### src/sv/c2p_pkg.sv
// Shared widths, stage indexes, register codes and the arctangent table.
package c2p_pkg;

  localparam int COORD_BITS    = 12;
  localparam int CENTER_W      = COORD_BITS - 1;
  localparam int DELTA_W       = COORD_BITS + 1;
  localparam int MAG_W         = COORD_BITS;
  localparam int DZ_W          = 4;
  localparam int CFG_W         = CENTER_W;
  localparam int CFG_IDX_W     = 2;

  typedef enum logic [CFG_IDX_W-1:0] {
    REG_CENTER_X  = 2'd0,
    REG_CENTER_Y  = 2'd1,
    REG_DEAD_ZONE = 2'd2
  } cfg_reg_t;

  // CORDIC datapath.
  localparam int CORDIC_STAGES = 16;
  localparam int CORDIC_FRAC   = 24;
  localparam int XY_W          = MAG_W + 3 + CORDIC_FRAC;
  localparam int Z_W           = CORDIC_FRAC + 3;
  localparam int ANG_W         = 15;
  localparam int ANG_SHIFT     = CORDIC_FRAC - 12;
  localparam int ROUND_BIAS    = 1 << (CORDIC_FRAC - 13);

  localparam logic signed [ANG_W-1:0] ANG_PI      = ANG_W'(12868);
  localparam logic signed [ANG_W-1:0] ANG_NEG_PI  = ANG_W'(-12868);
  localparam logic signed [ANG_W-1:0] ANG_HALF_PI = ANG_W'(6434);

  // Square root datapath.
  localparam int SQ_W       = 2 * MAG_W + 1;
  localparam int RAD_W      = SQ_W + 8;
  localparam int ROOT_W     = (RAD_W + 1) / 2;
  localparam int RAD_PAD_W  = 2 * ROOT_W;
  localparam int REM_W      = ROOT_W + 3;
  localparam int DIST_W     = 17;
  localparam logic [DIST_W-1:0] DIST_MAX = '1;

  // Pipeline stage indexes.
  localparam int S_PREP     = 0;
  localparam int S_SQR      = S_PREP + 1;
  localparam int S_SUM      = S_SQR + 1;
  localparam int SQRT_LAST  = S_SUM + ROOT_W;
  localparam int S_ANG      = S_PREP + CORDIC_STAGES + 1;
  localparam int PIPE_DEPTH = ((S_ANG > SQRT_LAST) ? S_ANG : SQRT_LAST) + 1;

  // atan(2^-i) in Q.24, rounded to nearest.
  function automatic logic signed [Z_W-1:0] atan_q24(input int idx);
    logic signed [Z_W-1:0] val;
    case (idx)
      0:       val = Z_W'(13176795);
      1:       val = Z_W'(7778716);
      2:       val = Z_W'(4110060);
      3:       val = Z_W'(2086331);
      4:       val = Z_W'(1047214);
      5:       val = Z_W'(524117);
      6:       val = Z_W'(262123);
      7:       val = Z_W'(131069);
      8:       val = Z_W'(65536);
      9:       val = Z_W'(32768);
      10:      val = Z_W'(16384);
      11:      val = Z_W'(8192);
      12:      val = Z_W'(4096);
      13:      val = Z_W'(2048);
      14:      val = Z_W'(1024);
      15:      val = Z_W'(512);
      16:      val = Z_W'(256);
      17:      val = Z_W'(128);
      18:      val = Z_W'(64);
      19:      val = Z_W'(32);
      20:      val = Z_W'(16);
      21:      val = Z_W'(8);
      22:      val = Z_W'(4);
      23:      val = Z_W'(2);
      default: val = '0;
    endcase
    return val;
  endfunction

endpackage

### src/sv/c2p_cordic.sv
// Unrolled first-quadrant CORDIC in vectoring mode, one iteration per pipeline stage.
module c2p_cordic (
  input  logic                                 clk,
  input  logic [c2p_pkg::PIPE_DEPTH-1:0]       en,
  input  logic [c2p_pkg::MAG_W-1:0]            ax,
  input  logic [c2p_pkg::MAG_W-1:0]            ay,
  output logic signed [c2p_pkg::Z_W-1:0]       angle_acc
);

  localparam int N    = c2p_pkg::CORDIC_STAGES;
  localparam int XY_W = c2p_pkg::XY_W;
  localparam int Z_W  = c2p_pkg::Z_W;

  // The last iteration only needs to produce the angle accumulator.
  logic signed [XY_W-1:0] x_r [N-1];
  logic signed [XY_W-1:0] y_r [N-1];
  logic signed [Z_W-1:0]  z_r [N];

  for (genvar i = 0; i < N; i++) begin : g_iter
    logic signed [XY_W-1:0] x_in;
    logic signed [XY_W-1:0] y_in;
    logic signed [Z_W-1:0]  z_in;
    logic signed [XY_W-1:0] xs;
    logic signed [XY_W-1:0] ys;
    logic                   y_pos;

    if (i == 0) begin : g_first
      assign x_in = signed'({3'b000, ax, {c2p_pkg::CORDIC_FRAC{1'b0}}});
      assign y_in = signed'({3'b000, ay, {c2p_pkg::CORDIC_FRAC{1'b0}}});
      assign z_in = '0;
    end else begin : g_rest
      assign x_in = x_r[i-1];
      assign y_in = y_r[i-1];
      assign z_in = z_r[i-1];
    end

    assign xs    = x_in >>> i;
    assign ys    = y_in >>> i;
    assign y_pos = !y_in[XY_W-1];

    always_ff @(posedge clk) begin
      if (en[c2p_pkg::S_PREP+1+i]) begin
        z_r[i] <= y_pos ? (z_in + c2p_pkg::atan_q24(i)) : (z_in - c2p_pkg::atan_q24(i));
      end
    end

    if (i < N - 1) begin : g_xy
      always_ff @(posedge clk) begin
        if (en[c2p_pkg::S_PREP+1+i]) begin
          x_r[i] <= y_pos ? (x_in + ys) : (x_in - ys);
          y_r[i] <= y_pos ? (y_in - xs) : (y_in + xs);
        end
      end
    end
  end

  assign angle_acc = z_r[N-1];

endmodule

### config.mk
export PLATFORM = sky130hd
export DESIGN_NAME = c2p_cordic
export DESIGN_NICKNAME = d
export VERILOG_FILES = /design/src/sv/c2p_pkg.sv /design/src/sv/c2p_cordic.sv
export SDC_FILE = /design/constraint.sdc
export NUM_CORES = 2
export LEC_CHECK = 0
export BUFFER_PORTS_ARGS = -buffer_cell sky130_fd_sc_hd__clkbuf_2
export CORE_MARGIN = 2
export CORE_UTILIZATION = 59
export CTS_CLUSTER_DIAMETER = 80
export DETAILED_ROUTE_END_ITERATION = 7
export HOLD_SLACK_MARGIN = 0.08
export MAX_ROUTING_LAYER = met4
export PLACE_DENSITY = 0.78
export SLEW_MARGIN = 40
export SYNTH_ARGS = -nofsm -noshare
export SYNTH_HDL_FRONTEND = slang
export SYNTH_SLANG_ARGS = --single-unit
### constraint.sdc
create_clock -name clk -period 4.35 [get_ports clk]
set_clock_uncertainty 0.1 [all_clocks]
set_input_delay 0.2175 -clock clk [delete_from_list [all_inputs] [get_ports clk]]
set_output_delay 0.2175 -clock clk [all_outputs]
set_load 0.02 [all_outputs]
After elaboration in Yosys (flattened, before gate mapping)
Memories as Yosys holds them, arrays and structs flattened.
Cells that the tools add are included.
- bits in writable memories: 1602
- input port bits: 45
- register bits after elaboration: 0
- output and inout port bits: 27
- word-level logic and storage cells: 166
- memories kept: 3
- multiplexer cells: 75
- add/sub/neg operators: 88
- memory list (memory ; words ; width ; read ports ; clocked after memory_dff ; wr ports ; RTL line ; RTL):
    x_r ; 15 ; 39 ; 14 ; 0 ; 15 ; c2p_cordic.sv:15 ; logic signed [XY_W-1:0] x_r [N-1];
    y_r ; 15 ; 39 ; 15 ; 0 ; 15 ; c2p_cordic.sv:16 ; logic signed [XY_W-1:0] y_r [N-1];
    z_r ; 16 ; 27 ; 16 ; 0 ; 16 ; c2p_cordic.sv:17 ; logic signed [Z_W-1:0] z_r [N];
- operators with widths (operator ; number):
    2-to-1 mux 39 bit ; 28
    2-to-1 mux 27 bit ; 15
    adder 39 x 25 -> 39 bit ; 2
    adder 39 x 26 -> 39 bit ; 2
    adder 39 x 27 -> 39 bit ; 2
    adder 39 x 28 -> 39 bit ; 2
    adder 39 x 29 -> 39 bit ; 2
    adder 39 x 30 -> 39 bit ; 2
    adder 39 x 31 -> 39 bit ; 2
    adder 39 x 32 -> 39 bit ; 2
    adder 39 x 33 -> 39 bit ; 2
    adder 39 x 34 -> 39 bit ; 2
    adder 39 x 35 -> 39 bit ; 2
    adder 39 x 36 -> 39 bit ; 2
    adder 39 x 37 -> 39 bit ; 2
    adder 39 x 38 -> 39 bit ; 2
    subtractor 39 x 25 -> 39 bit ; 2
    subtractor 39 x 26 -> 39 bit ; 2
    subtractor 39 x 27 -> 39 bit ; 2
    subtractor 39 x 28 -> 39 bit ; 2
    subtractor 39 x 29 -> 39 bit ; 2
    subtractor 39 x 30 -> 39 bit ; 2
    subtractor 39 x 31 -> 39 bit ; 2
    subtractor 39 x 32 -> 39 bit ; 2
    other kinds (37) ; 76

Logic depth before layout (Yosys ltp)
An unclocked memory read counts as a cell.
- word-level depth: 3
- mapped depth: 22
- mapped depth without buffers: 21

Worst setup path before layout
No wires, ideal clock.
- path kind: reg2reg
- start point: memory y_r[0][272] in the netlist's numbering
- end point: memory x_r[0][309] in the netlist's numbering, data pin
- slack: -0.401 ns
- buffers on the path: 2
- stages on the path, launching flop included: 17
- library setup time: 0.260 ns
- data arrival time: 4.391 ns
- required time: 3.990 ns
- clock period less this slack: 4.751 ns
- path through: edfxtp_1 buf_2 inv_1 clkbuf_1 o21ai_0 xor2_1 ha_1 nand3_1 or4_1 a31o_2 a21oi_2 a221oi_1 a211o_1 a211oi_2 o21a_1 mux2i_1 nand2_1
- RTL lines (item ; RTL line):
    start: declaration ; c2p_cordic.sv:16
    end: declaration ; c2p_cordic.sv:15

==> reports/results.txt <==
mux cell area share after synthesis: 0.601%
clk_lat worst skew: 0.82 ns
total congestion overflow: 0
# rows: 151
Avg Vias per Cell: 6.08
top cell type's share of synthesized area: 36.0%
Post-route DRC: 0
DP HPWL: 241 mm
Final Cycle Share: 107%
post-synthesis compound-gate area fraction: 18.8%
CTS Buffer Depth: 3
final max-slew violation count: 0
worst path required time: 4.79 ns
Mean Syn Cell Area: 9.50 um2
final net count: 13700
Syn Std Cell Area: 101000 um2
Setup WS pre-CTS: -0.666 ns
synth warn: 0
DRT iter0 DRCs: 8469
Die X: 417 um
layout cell share with drive strength beyond 1: 24.0%
R2R Setup Slk: -0.31 ns
failing checks: negative setup slack
Post-Synthesis Cells: 10600
critical path data arrival time: 5.11 ns
DR WL/cell: 21.3 um
Top FF cell, synth: edfxtp_1
clock root cell: clkbuf_16
total global-route track usage: 35.4%
die area: 174000 um2
io pins: 72
H-tree level count: 4
via count: 90200
RePlAce Congestion: 1.02
main combinational cell family by area after synthesis: compound AO/OA/AOI/OAI gates
commonest cells after routing, fill and taps aside: buf_4, edfxtp_1, ha_1
first-pass GRT wire length: 473 mm
Hold Vio Cnt, Final: 0
share of async-settable or async-resettable flops after synthesis: 0%
FMAX: 214 MHz
commonest non-fill, non-tap cell in the layout: buf_4
MaxCap Viol Count: 0
Area contributors post-synth: edfxtp_1, ha_1, xnor2_1
buffers added on ports: 66
fill count: 11700
RSZ-0062 raised after global routing: yes
Final setup viols: 39
Slew HR: 41.0%
initial antenna violation count: 12
CP Class: register to register
Post-Synth Simple-Gate Area: 14.8%
1st-pass router iterations: 8
HP Class: register to register
vias in the first global route: 86000
Crit. End Element: register
largest net degree at the start of global routing: 86
synth unique cells: 101
Clock Pin Slew Worst Setup and Hold Paths: 0.06 ns
adder-cell share of the synthesized area: 14.5%
area of the core: 169000 um2
Layout area overhead: 27.0%
post-layout min period: 4.66 ns
post-synth top area cell: edfxtp_1
Inserted Clock Buffers: 145
status: finished, violations left
Post-synth EDFFs: 1207
syn nets: 11800
final WL: 316 mm
Setup crit start kind: register
TritonCTS sink count: 1207
final worst slack: -0.313 ns
Critical Path Fanout Max: 3
xor/xnor share of the synthesized area: 13.0%
sequential area share after synthesis: 36.0%
antenna-violating nets left: 0
die height: 417 um
Slew @ Worst Pin: 0.878 ns
Seq cells post-synth: 1207
CTS tree: done
initial core utilization: 59.4%
area by class of cell:
| type | instances | area, um2 | area share (%) |
|---|---|---|---|
| repair buffers | 1916 | 14900 | 11.6 |
| multi-input cells | 8745 | 67300 | 52.6 |
| inverters | 478 | 1790 | 1.40 |
| diodes | 10 | 25.0 | 0.0196 |
| well taps | 2218 | 2780 | 2.17 |
| clock buffers | 169 | 3820 | 2.99 |
| clock inverters | 98 | 1100 | 0.859 |
| flip-flops and latches | 1207 | 36200 | 28.3 |
registers in the layout, indices dropped and copies added (netlist names):
| signal | count |
|---|---|
| z_r | 363 |
| y_r | 430 |
| x_r | 414 |
metrics by stage:
| stage | setup TNS (ns) | area (um2) | std cells | utilization, % | hold WS [ns] |
|---|---|---|---|---|---|
| final | -3.26 | 128000 | 14800 | 75.5 | 0.309 |
| after global routing | -16.05 | 128000 | 14800 | 75.5 | 0.322 |
| after CTS | -1.74 | 123000 | 14700 | 72.3 | 0.0810 |
| after detailed placement | -31.32 | 115000 | 14300 | 67.9 | 0.305 |
| after global placement | -19.87 | 115000 | 14300 | 67.9 | 0.302 |
| after floorplan | -0.0252 | 101000 | 10600 | - | 0.230 |
kinds of logic after synthesis:
logic type / after synthesis
compound gates: 2969
xor+xnor: 1495
fa+ha+maj: 1146
buf+inv: 648
flops: 1207
mux: 56
other cells: 1
simple gates: 3078
per-layer routing:
metal	vias up	wire length, um	global-route usage (%)
met1	43300	134000	47.1
met4	0	13800	13.8
met5	-	0	-
met3	698	25400	5.74
li1	42800	-	-
met2	3451	142000	54.1
path summary, 6_finish.rpt:
check | startpoint | end | cells past startpoint
max reg2reg | y_r[1][94]$_DFFE_PP_ | x_r[1][154]$_DFFE_PP_ | 18
max | y_r[1][94]$_DFFE_PP_ | x_r[1][154]$_DFFE_PP_ | 18
min | z_r[9][9]$_DFFE_PP_ | z_r[10][9]$_DFFE_PP_ | 0
min reg2reg | z_r[9][9]$_DFFE_PP_ | z_r[10][9]$_DFFE_PP_ | 0
critical path: stages (launching register included):
cell and delay [ns]:
edfxtp_1 0.38, or4_4 0.57, nor4_4 0.24, nand3b_1 0.22
or2_4 0.31, nor3_4 0.18, and3b_2 0.27, a21oi_2 0.07
xnor2_1 0.14, ha_1 0.30, a21o_1 0.19, a21o_1 0.18
a21oi_2 0.15, nand2_1 0.09, a311o_1 0.35, a31o_2 0.28
a21oi_2 0.16, o31a_1 0.16, xnor2_1 0.06
repair_timing:
item,CTS,global route
endpoints found under the hold margin,669,59
hold buffers,67,2
buffers inserted,83,183
resized for setup,343,870
pin swaps,195,573
endpoints found under the setup margin,174,241
synth_stat cells, types with 15 or more instances:
master / number
xnor2_1: 938
or4_1: 37
inv_1: 474
buf_1: 26
nand2_1: 541
nand3_1: 182
o2111ai_1: 18
o21a_1: 145
a2111oi_0: 21
a21o_1: 474
o31a_1: 35
nor3_1: 312
a21boi_0: 49
nand4_1: 61
a211o_1: 27
a31o_2: 25
nor3b_1: 32
nor2b_1: 165
a221oi_1: 25
nand2b_1: 165
mux2_2: 36
a311oi_1: 15
ha_1: 1113
nor2_1: 1075
and4_1: 18
o21bai_1: 122
a31oi_1: 127
o31ai_1: 53
mux2i_1: 20
a21oi_1: 1040
clkbuf_1: 137
o41ai_1: 43
and2_1: 105
a211oi_1: 90
edfxtp_1: 1207
fa_1: 33
a41oi_1: 17
nor4_1: 85
o21ai_0: 468
or2_2: 52
and3_1: 128
or3_1: 71
xor2_1: 557
o211ai_1: 42
Power is left out: the tool's default activity adds up to more than one toggle a clock period on the data nets, which glitch-free logic cannot reach.
