===== config.mk =====
export PLATFORM = sky130hd
export DESIGN_NAME = c2p_sqrt
export DESIGN_NICKNAME = d
export VERILOG_FILES = /design/src/sv/c2p_pkg.sv /design/src/sv/c2p_sqrt.sv
export SDC_FILE = /design/constraint.sdc
export NUM_CORES = 1
export LEC_CHECK = 0
export ABC_AREA = 1
export BUFFER_PORTS_ARGS = -buffer_cell sky130_fd_sc_hd__buf_2
export CAP_MARGIN = 10
export CORE_ASPECT_RATIO = 0.6
export CORE_UTILIZATION = 50
export DETAILED_ROUTE_END_ITERATION = 10
export GPL_TIMING_DRIVEN = 0
export PLACE_DENSITY = 0.71
export SETUP_SLACK_MARGIN = 0.4
export SLEW_MARGIN = 20
export SYNTH_ARGS = -nofsm -noshare
export SYNTH_HDL_FRONTEND = slang
export SYNTH_SLANG_ARGS = --single-unit

===== constraint.sdc =====
create_clock -name clk -period 6.9 [get_ports clk]
set_input_delay 0.345 -clock clk [delete_from_list [all_inputs] [get_ports clk]]
set_output_delay 0.345 -clock clk [all_outputs]
set_load 0.02 [all_outputs]

===== src/sv/c2p_pkg.sv =====
// Shared widths, stage indexes, register codes and the arctangent table.
package c2p_pkg;

  localparam int COORD_BITS    = 12;
  localparam int CENTER_W      = COORD_BITS - 1;
  localparam int DELTA_W       = COORD_BITS + 1;
  localparam int MAG_W         = COORD_BITS;
  localparam int DZ_W          = 4;
  localparam int CFG_W         = CENTER_W;
  localparam int CFG_IDX_W     = 2;

  typedef enum logic [CFG_IDX_W-1:0] {
    REG_CENTER_X  = 2'd0,
    REG_CENTER_Y  = 2'd1,
    REG_DEAD_ZONE = 2'd2
  } cfg_reg_t;

  // CORDIC datapath.
  localparam int CORDIC_STAGES = 16;
  localparam int CORDIC_FRAC   = 24;
  localparam int XY_W          = MAG_W + 3 + CORDIC_FRAC;
  localparam int Z_W           = CORDIC_FRAC + 3;
  localparam int ANG_W         = 15;
  localparam int ANG_SHIFT     = CORDIC_FRAC - 12;
  localparam int ROUND_BIAS    = 1 << (CORDIC_FRAC - 13);

  localparam logic signed [ANG_W-1:0] ANG_PI      = ANG_W'(12868);
  localparam logic signed [ANG_W-1:0] ANG_NEG_PI  = ANG_W'(-12868);
  localparam logic signed [ANG_W-1:0] ANG_HALF_PI = ANG_W'(6434);

  // Square root datapath.
  localparam int SQ_W       = 2 * MAG_W + 1;
  localparam int RAD_W      = SQ_W + 8;
  localparam int ROOT_W     = (RAD_W + 1) / 2;
  localparam int RAD_PAD_W  = 2 * ROOT_W;
  localparam int REM_W      = ROOT_W + 3;
  localparam int DIST_W     = 17;
  localparam logic [DIST_W-1:0] DIST_MAX = '1;

  // Pipeline stage indexes.
  localparam int S_PREP     = 0;
  localparam int S_SQR      = S_PREP + 1;
  localparam int S_SUM      = S_SQR + 1;
  localparam int SQRT_LAST  = S_SUM + ROOT_W;
  localparam int S_ANG      = S_PREP + CORDIC_STAGES + 1;
  localparam int PIPE_DEPTH = ((S_ANG > SQRT_LAST) ? S_ANG : SQRT_LAST) + 1;

  // atan(2^-i) in Q.24, rounded to nearest.
  function automatic logic signed [Z_W-1:0] atan_q24(input int idx);
    logic signed [Z_W-1:0] val;
    case (idx)
      0:       val = Z_W'(13176795);
      1:       val = Z_W'(7778716);
      2:       val = Z_W'(4110060);
      3:       val = Z_W'(2086331);
      4:       val = Z_W'(1047214);
      5:       val = Z_W'(524117);
      6:       val = Z_W'(262123);
      7:       val = Z_W'(131069);
      8:       val = Z_W'(65536);
      9:       val = Z_W'(32768);
      10:      val = Z_W'(16384);
      11:      val = Z_W'(8192);
      12:      val = Z_W'(4096);
      13:      val = Z_W'(2048);
      14:      val = Z_W'(1024);
      15:      val = Z_W'(512);
      16:      val = Z_W'(256);
      17:      val = Z_W'(128);
      18:      val = Z_W'(64);
      19:      val = Z_W'(32);
      20:      val = Z_W'(16);
      21:      val = Z_W'(8);
      22:      val = Z_W'(4);
      23:      val = Z_W'(2);
      default: val = '0;
    endcase
    return val;
  endfunction

endpackage


===== src/sv/c2p_sqrt.sv =====
// Pipelined distance path: squares, sum, then one root bit per stage.
module c2p_sqrt (
  input  logic                              clk,
  input  logic [c2p_pkg::PIPE_DEPTH-1:0]    en,
  input  logic [c2p_pkg::MAG_W-1:0]         ax,
  input  logic [c2p_pkg::MAG_W-1:0]         ay,
  output logic [c2p_pkg::ROOT_W-1:0]        root
);

  localparam int MAG_W     = c2p_pkg::MAG_W;
  localparam int ROOT_W    = c2p_pkg::ROOT_W;
  localparam int REM_W     = c2p_pkg::REM_W;
  localparam int RAD_PAD_W = c2p_pkg::RAD_PAD_W;

  logic [2*MAG_W-1:0]     sq_x_r;
  logic [2*MAG_W-1:0]     sq_y_r;
  logic [RAD_PAD_W-1:0]   rad_sum_r;

  always_ff @(posedge clk) begin
    if (en[c2p_pkg::S_SQR]) begin
      sq_x_r <= (2*MAG_W)'(ax) * (2*MAG_W)'(ax);
      sq_y_r <= (2*MAG_W)'(ay) * (2*MAG_W)'(ay);
    end
  end

  // Radicand is (dx^2 + dy^2) scaled by 256, so the root comes out in Q.4.
  always_ff @(posedge clk) begin
    if (en[c2p_pkg::S_SUM]) begin
      rad_sum_r <= RAD_PAD_W'({({1'b0, sq_x_r} + {1'b0, sq_y_r}), 8'h00});
    end
  end

  logic [RAD_PAD_W-1:0] rad_r  [ROOT_W-1];
  logic [REM_W-1:0]     rem_r  [ROOT_W-1];
  logic [ROOT_W-1:0]    root_r [ROOT_W];

  for (genvar j = 0; j < ROOT_W; j++) begin : g_digit
    logic [RAD_PAD_W-1:0] rad_in;
    logic [REM_W-1:0]     rem_in;
    logic [ROOT_W-1:0]    root_in;
    logic [REM_W-1:0]     rem_sh;
    logic [REM_W-1:0]     trial;
    logic                 take;

    if (j == 0) begin : g_first
      assign rad_in  = rad_sum_r;
      assign rem_in  = '0;
      assign root_in = '0;
    end else begin : g_rest
      assign rad_in  = rad_r[j-1];
      assign rem_in  = rem_r[j-1];
      assign root_in = root_r[j-1];
    end

    assign rem_sh = {rem_in[REM_W-3:0], rad_in[RAD_PAD_W-1-2*j -: 2]};
    assign trial  = REM_W'({root_in, 2'b01});
    assign take   = (rem_sh >= trial);

    always_ff @(posedge clk) begin
      if (en[c2p_pkg::S_SUM+1+j]) begin
        root_r[j] <= {root_in[ROOT_W-2:0], take};
      end
    end

    if (j < ROOT_W - 1) begin : g_carry
      always_ff @(posedge clk) begin
        if (en[c2p_pkg::S_SUM+1+j]) begin
          rad_r[j] <= rad_in;
          rem_r[j] <= take ? (rem_sh - trial) : rem_sh;
        end
      end
    end
  end

  assign root = root_r[ROOT_W-1];

endmodule


# Yosys cells after proc, flatten, opt, wreduce, memory -nomap -nowiden
# Memories as Yosys holds them, arrays and structs flattened.
# Cells that the tools add are included.
# word_totals
ramBits	1153
elab_cells	92
reg_bits	73
memories	3
out_inout_bits	17
# op_classes
multipliers	2
muxes	50
addsub	17
magnitude_cmp	17
# mem_list
name	words	word_bits	rd	rd_clocked_by_memory_dff	write_ports	line	source
rad_r	16	34	16	0	16	c2p_sqrt.sv:33	logic [RAD_PAD_W-1:0] rad_r [ROOT_W-1];
rem_r	16	20	16	0	16	c2p_sqrt.sv:34	logic [REM_W-1:0] rem_r [ROOT_W-1];
root_r	17	17	17	0	17	c2p_sqrt.sv:35	logic [ROOT_W-1:0] root_r [ROOT_W];
# op_table
operator	count
$ge 20x19->1	16
$mux 20	16
$sub 20x19->20	15
$mul 12x12->24	2
$mux 1	34
$add 24x24->25	1
$sub 1x1->2 const B	1
$ge 1x1->1 const B	1

# Longest topological paths before layout
# Gate-level depths: netlist of the first run.
# An unclocked memory read counts as a cell.
# depth
ltp_word	3
ltp_mapped	23
depth_no_buf	22

# Worst setup path before layout of the first run
# OpenSTA, ideal clock, no wires.
# synth_timing
kind	input-to-reg
startpoint	input ay[6] in the netlist's numbering
endpoint	register sq_y_r[21], data pin
arrival_ps	4384
setup_ps	252
path_stages	22
t_required_ps	6648
setup_slack_ps	2264
cell_sequence	clkbuf_1 -> nand2_1 -> inv_1 -> fa_1 -> fa_1 -> inv_1 -> fa_1 -> inv_1 -> fa_1 -> inv_1 -> fa_1 -> inv_1 -> ha_1 -> inv_1 -> o21bai_1 -> nor2_1 -> nand2_1 -> nand2_1 -> nand2_1 -> nand2_1 -> nand3_1 -> nand2_1
# synth_between
elab_chain_cells	1
# synth_lines
element	line	source
start, declared	c2p_sqrt.sv:6	input logic [c2p_pkg::MAG_W-1:0] ay,
$mul 12x12->24	c2p_sqrt.sv:22	sq_y_r <= (2*MAG_W)'(ay) * (2*MAG_W)'(ay);
end signal, assigned	c2p_sqrt.sv:22	
end, declared	c2p_sqrt.sv:16	logic [2*MAG_W-1:0] sq_y_r;
# Every way passes these cells.
# A chain may end at the register's enable or synchronous reset.

# Worst setup path after layout of the first run
# layout_timing
startpoint	input ax[0] in the netlist's numbering
endpoint	register sq_x_r[21], data pin
# layout_between
elab_chain_cells	1
# layout_lines
element	line	source
start, declared	c2p_sqrt.sv:5	input logic [c2p_pkg::MAG_W-1:0] ax,
$mul 12x12->24	c2p_sqrt.sv:21	sq_x_r <= (2*MAG_W)'(ax) * (2*MAG_W)'(ax);
end signal, assigned	c2p_sqrt.sv:21	
end, declared	c2p_sqrt.sv:15	logic [2*MAG_W-1:0] sq_x_r;
# Every way passes these cells.

==> metrics.txt, run 1 <==
outcome=complete, no violations; Int Pwr=0.00953 W; unrepaired setup endpoints after global routing=no; Net count, final=5389; Worst IR Drop VDD=0.312 mV; Core ar.=84000 um2; Hold Crit Endpoint=root_r[0][277]$_DFFE_PP_; syn_nets=5267; DRT Pass-1 Iters=6; Worst EP arrival=5.52 ns; Worst-path clk slew=0.07 ns; vias per cell=5.23; Synth warnings=0; Syn Std Cell Area=42700 um2; Reg power frac=36.1%; start point of the worst hold path=en[19]; drt drc=0; WHS=0.156 ns; Combinational Power Share=42.0%; Distinct cells, synth=49; Clk network pwr share=21.9%; R2R Setup Slk=4.21 ns; Worst Hold Depth=1; CP startpoint kind=input pin; clock tree sinks=641; final WL=97600 um; max_cap viols=0; worst-path maximum fanout=10; die height=228 um; fmax=0.195 GHz; Placer Congestion=0.972; leakage power=22.3 nW; FF-to-FF Start=rem_r[1][68]$_DFFE_PP_; I/O pin total=62; worst setup slack after layout=1.78 ns; setup bufs post-CTS=0; H-tree levels=2; Final Hold Viols=0; Cell Pwr Density=338 nW/um2; DRT antenna net count=0; first-pass GRT wire length=156000 um; number of synthesized flops with an enable pin=641; worst skew pair latency=0.65 ns; worst min-delay path class=in -> reg; Pins Over Slew Limit=0; row cnt=82; Rel. slew slack=26.1%; largest net degree at the start of global routing=47; area of the multi-input gates=19800 um2; Final setup viols=0; root buf cell=clkbuf_16; FF+latch count, synth=641; Iteration-0 DRC Markers=3349; initial antenna violation count=2; Psw=0.00619 W; min cycle time layout=5.12 ns; initial core utilization=50.8%; WL/cell=16.1 um; Congestion Overflow GR=0; area grow syn2layout=8.81%; switching share of total power=39.4%; Synth Area per Inst=8.97 um2; Filler Cell Count=7332; Final period util=74.3%; register area=19200 um2; pre-CTS setup slack=1.49 ns; TritonCTS buffer count=58; share of cells above drive strength 1=6.17%; vias in the first global route=28.9k; post-DP HPWL=77700 um; prevailing post-synth register cell=edfxtp_1; die area=86600 um2; vias=31.7k; Reg2Reg Capture Point=rem_r[1][89]$_DFFE_PP_; Clock Path Buffers=3; critical path endpoint category=flip-flop; Reg2Reg Depth=11; Post-Synthesis Cells=4758; critical path type=in -> reg; Port Buf Inserts=60; Die Span X=379 um; Seq/Total Area, Yosys=45.1%; CP required=7.29 ns; Setup Skew=0.0332 ns; async set-reset flop share out of synthesis=0%; Least-Margin Pin Slew=1.11 ns; Setup TNS=0 ns; GRT Util Overall=22.7%; CTS tree=yes
## cell families (layout without fill, tap and decap cells)
family | count (synthesis) | after routing | share of synthesized area, %
simple gates | 2118 | 2118 | 20.9
buf+inv | 935 | 1105 | 8.56
flops | 641 | 641 | 45.1
fa+ha+maj | 464 | 464 | 16.4
compound gates | 440 | 440 | 5.79
xor+xnor | 159 | 159 | 3.26
other cells | 1 | 2 | 0.00878
## worst max-delay path, cell delays in order
cell and delay [ns]:
dlygate4sd3_1 0.57, buf_2 0.18, clkbuf_1 0.46, nand2_1 0.10, inv_1 0.10, fa_1 0.46, inv_1 0.09, fa_1 0.40
inv_1 0.08, fa_1 0.43, fa_1 0.49, inv_1 0.05, fa_1 0.47, inv_1 0.04, ha_1 0.33, nand2_1 0.11
nor2_1 0.22, nand3_1 0.14, nand3b_1 0.19, nand2_1 0.12, nand3_1 0.08, nand2_1 0.05
## cell usage after synthesis (17+ instances only)
master    count  area (um2)
edfxtp_1    641       19200
ha_1        303        3790
nand4_1      59         369
xor2_1      104         911
a21oi_1     223        1120
nand3_1     291        1460
o21ai_2      21         184
inv_1       873        3280
a21oi_2      21         184
nand2_2      20         125
o21bai_1     17         128
xnor2_1      55         482
nor3_1       36         180
nor2_1      342        1280
nand3b_1     26         195
fa_1        161        3220
o21ai_0     118         591
nand2_1    1284        4820
clkbuf_1     24        90.1
## through the flow
step           area (um2)  total power, W  util [%]  cells
5_1_grt             46500          0.0169      55.3   6062
3_5_place_dp        44400          0.0122      52.9   5952
4_1_cts             46500          0.0157      55.3   6062
3_3_place_gp        44400          0.0121      52.9   5952
2_1_floorplan       42700          0.0104         -   4758
6_report            46500          0.0157      55.3   6063
## layer usage
metal	share of wire, %	routed length [um]	track usage (%)	vias up
met2	37	36300	29.1	1213
met1	52	50400	39.2	14800
met5	0	0	0	-
met4	1.2	1130	3.18	0
met3	10	9750	4.33	91
li1	-	-	-	15700
## what timing repair did
action / 4_1_cts / 5_1_grt
endpoints found under the hold margin: 2 / 0
hold buffers: 2 / 0
gates resized for setup: 0 / 0
## layout by cell type (no fill, tap or decap), types with 20 or more instances in the layout
master and instances:
buf_2 67, nand3b_1 26, xnor2_1 55, xor2_1 104
nor3_1 36, nor2_1 342, clkbuf_1 27, nand3_1 291
fa_1 161, o21ai_2 21, clkbuf_16 58, nand2_1 1284
inv_1 873, a21oi_2 21, a21oi_1 223, edfxtp_1 641
nand4_1 59, o21ai_0 118, ha_1 303, nand2_2 20
## final cells by class
class / instances / share of cell area [%]
antenna: 1 / 0.00539
buffer: 54 / 0.730
timing repair buffer: 62 / 0.689
clock inverter: 47 / 1.20
inverter: 881 / 7.13
multi-input combinational: 3182 / 42.6
clock buffer: 61 / 3.15
tap: 1134 / 3.05
sequential: 641 / 41.4
## state kept, by name (all words and copies together), names as in the netlist
signal          cells
g_digit.rad_in     25
rad_r             163
sq_x_r             23
sq_y_r             23
rem_r             261
root_r            146
## power groups by stage
stage | combinational (W) | clock, W | sequential, W
global placement | 0.00636 | 0 | 0.00574
finish | 0.00661 | 0.00345 | 0.00567
CTS | 0.00652 | 0.00352 | 0.00567
floorplan | 0.00485 | 0 | 0.00558
detailed placement | 0.00646 | 0 | 0.00575
global route | 0.00748 | 0.00369 | 0.00572
## worst max-delay path by stage
stage,from,end,slack (ns),cells past startpoint
after global placement,ax[3],sq_x_r[21]$_DFFE_PP_,1.55,19
after floorplan,ay[6],sq_y_r[21]$_DFFE_PP_,2.26,22
after global routing,ax[0],sq_x_r[21]$_DFFE_PP_,1.53,22
after detailed placement,ax[6],sq_x_r[21]$_DFFE_PP_,1.49,19
after CTS,ax[0],sq_x_r[21]$_DFFE_PP_,1.91,21
final,ax[0],sq_x_r[21]$_DFFE_PP_,1.78,22
(Power assumes the default switching activity.)
==> run 2, diff against run 1 <==
==> constraint.sdc (replaced) <==
create_clock -name clk -period 5.1 [get_ports clk]
set_input_delay 0.255 -clock clk [delete_from_list [all_inputs] [get_ports clk]]
set_output_delay 0.255 -clock clk [all_outputs]
set_load 0.02 [all_outputs]
==> metrics.txt, run 2 (same netlist as run 1, synthesis figures left out) <==
commonest non-fill, non-tap cell in the layout=nand2_1; leakage power=22.4 nW (+0.25%); initial antenna violation count=3 (+1); Reg2Reg Capture Point=rem_r[1][89]$_DFFE_PP_; Int Pwr=0.0129 W (+35%); CP startpoint kind=input pin; R2R Setup Slk=2.41 ns (-1.80 ns); initial core utilization=50.8% (unchanged); unrepaired setup endpoints after global routing=yes; vias per cell=5.23 (-0.16%); Final period util=89.2%; share of cells above drive strength 1=6.55% (+0.39 points); fmax=0.220 GHz; Setup Skew=0.0358 ns (+0.00258 ns); Iteration-0 DRC Markers=3236 (-3.4%); Worst Hold Depth=1 (unchanged); Tot Pwr=0.0213 W (+35%); Final Hold Viols=0 (unchanged); Core ar.=84000 um2 (unchanged); largest net degree at the start of global routing=47 (unchanged); min cycle time layout=4.55 ns; start point of the worst hold path=en[19]; Worst EP arrival=4.94 ns (-0.58 ns); Rel. slew slack=26.0% (-0.096 points); DRT Pass-1 Iters=7 (+1); Clk network pwr share=21.9% (about the same); final WL=97800 um (+0.26%); post-DP HPWL=77700 um (unchanged); vias in the first global route=28.9k (unchanged); H-tree levels=2 (unchanged); Largest regs=rem_r x261, rad_r x163, root_r x146; Worst IR Drop VDD=0.421 mV (+35%); first-pass GRT wire length=157000 um (about the same); I/O pin total=62 (unchanged); die height=228 um (unchanged); worst skew pair latency=0.65 ns (about the same); critical path endpoint category=flip-flop; fin util=55.3% (about the same); Worst-path clk slew=0.07 ns (about the same); worst min-delay path class=in -> reg; Psw=0.00837 W (+35%); worst-path maximum fanout=10 (unchanged); clock tree sinks=641 (unchanged); area post-placement=44400 um2 (unchanged); Pins Over Slew Limit=0 (unchanged); Hold Crit Endpoint=root_r[0][277]$_DFFE_PP_; most frequent cells in the layout=1284 x nand2_1, 873 x inv_1, 641 x edfxtp_1, 342 x nor2_1, 303 x ha_1; WL/cell=16.1 um (+0.26%); row cnt=82 (unchanged); die area=86600 um2 (unchanged); CTS tree=yes; critical path type=in -> reg; switching share of total power=39.4% (about the same); Port Buf Inserts=60 (unchanged); area grow syn2layout=8.87% (about the same); DRT antenna net count=0 (unchanged); Congestion Overflow GR=0 (unchanged); Clock Path Buffers=3 (unchanged); GRT Util Overall=22.8% (about the same); design area=46500 um2 (about the same); Die Span X=379 um (unchanged); Net count, final=5389 (unchanged); FF-to-FF Start=rem_r[1][68]$_DFFE_PP_; register bank with the most flops=rem_r; TritonCTS buffer count=58 (unchanged); root buf cell=clkbuf_16; CP required=5.49 ns (-1.80 ns); Reg2Reg Depth=11 (unchanged); Combinational Power Share=42.0% (about the same); max FFs per register=261 (unchanged); Least-Margin Pin Slew=1.11 ns (+0.00144 ns); max_cap viols=0 (unchanged); Cell Pwr Density=458 nW/um2 (+35%); setup bufs post-CTS=0 (unchanged); Final setup viols=0 (unchanged); vias=31.7k (-0.16%); drt drc=0 (unchanged); Reg power frac=36.1% (about the same); Placer Congestion=0.972 (unchanged); outcome=complete, no violations
-- run 2: per-layer routing --
| metal | GRT usage [%] | wire length [um] |
|---|---|---|
| met3 | 4.33 | 9660 |
| met2 | 29.1 | 36500 |
| met1 | 39.2 | 50600 |
| met4 | 3.14 | 1130 |
| met5 | 0 | 0 |
-- run 2: final cells by class --
class / count / area, um2
tap: 1134 / 1420
sequential: 641 / 19200
inverter: 881 / 3310
timing repair buffer: 62 / 320
clock inverter: 47 / 559
fill: 7329 / 37500
buffer: 54 / 363
antenna: 1 / 2.50
clock buffer: 61 / 1460
multi-input combinational: 3182 / 19800
-- run 2: worst max-delay path by stage --
stage	from	to	cells past startpoint
after floorplan	ay[6]	sq_y_r[21]$_DFFE_PP_	22
after global placement	ax[3]	sq_x_r[21]$_DFFE_PP_	19
after detailed placement	ax[6]	sq_x_r[21]$_DFFE_PP_	19
after CTS	ax[3]	sq_x_r[21]$_DFFE_PP_	19
after global routing	ax[1]	sq_x_r[21]$_DFFE_PP_	21
final	ax[3]	sq_x_r[21]$_DFFE_PP_	19
-- run 2: stage by stage --
stage	instances	TNS [ns]	worst slack, ns	hold WS [ns]
final	6063	0	0.552	0.0659
after global routing	6062	0	0.383	0.0549
after CTS	6062	0	0.422	0.0350
after detailed placement	5952	-1.71	-0.222	0.405
after global placement	5952	-1.02	-0.157	0.401
after floorplan	4758	0	0.554	0.354
-- run 2: critical path, cell delays in order --
cell,delay (ns)
buf_2,0.13
clkbuf_2,0.30
nand2_1,0.23
inv_1,0.14
fa_1,0.46
fa_1,0.52
inv_1,0.07
fa_1,0.54
inv_1,0.05
fa_1,0.49
fa_1,0.42
ha_1,0.35
a21oi_1,0.23
o21ai_0,0.16
nand3b_1,0.28
nand2_1,0.15
nand2_1,0.06
nand2_1,0.06
nand2_1,0.04
-- run 2: timing repair --
item                                    CTS  global route
resized for setup                         0            38
hold buffers                              2             0
endpoints found under the hold margin     2             0
endpoints found under the setup margin    0            21
-- run 2: power groups by stage --
stage	sequential (W)	combinational [W]	clock, W
after global routing	0.00775	0.0101	0.00499
after global placement	0.00776	0.00860	0
after detailed placement	0.00778	0.00875	0
final	0.00767	0.00893	0.00466
after CTS	0.00767	0.00882	0.00477
after floorplan	0.00755	0.00657	0
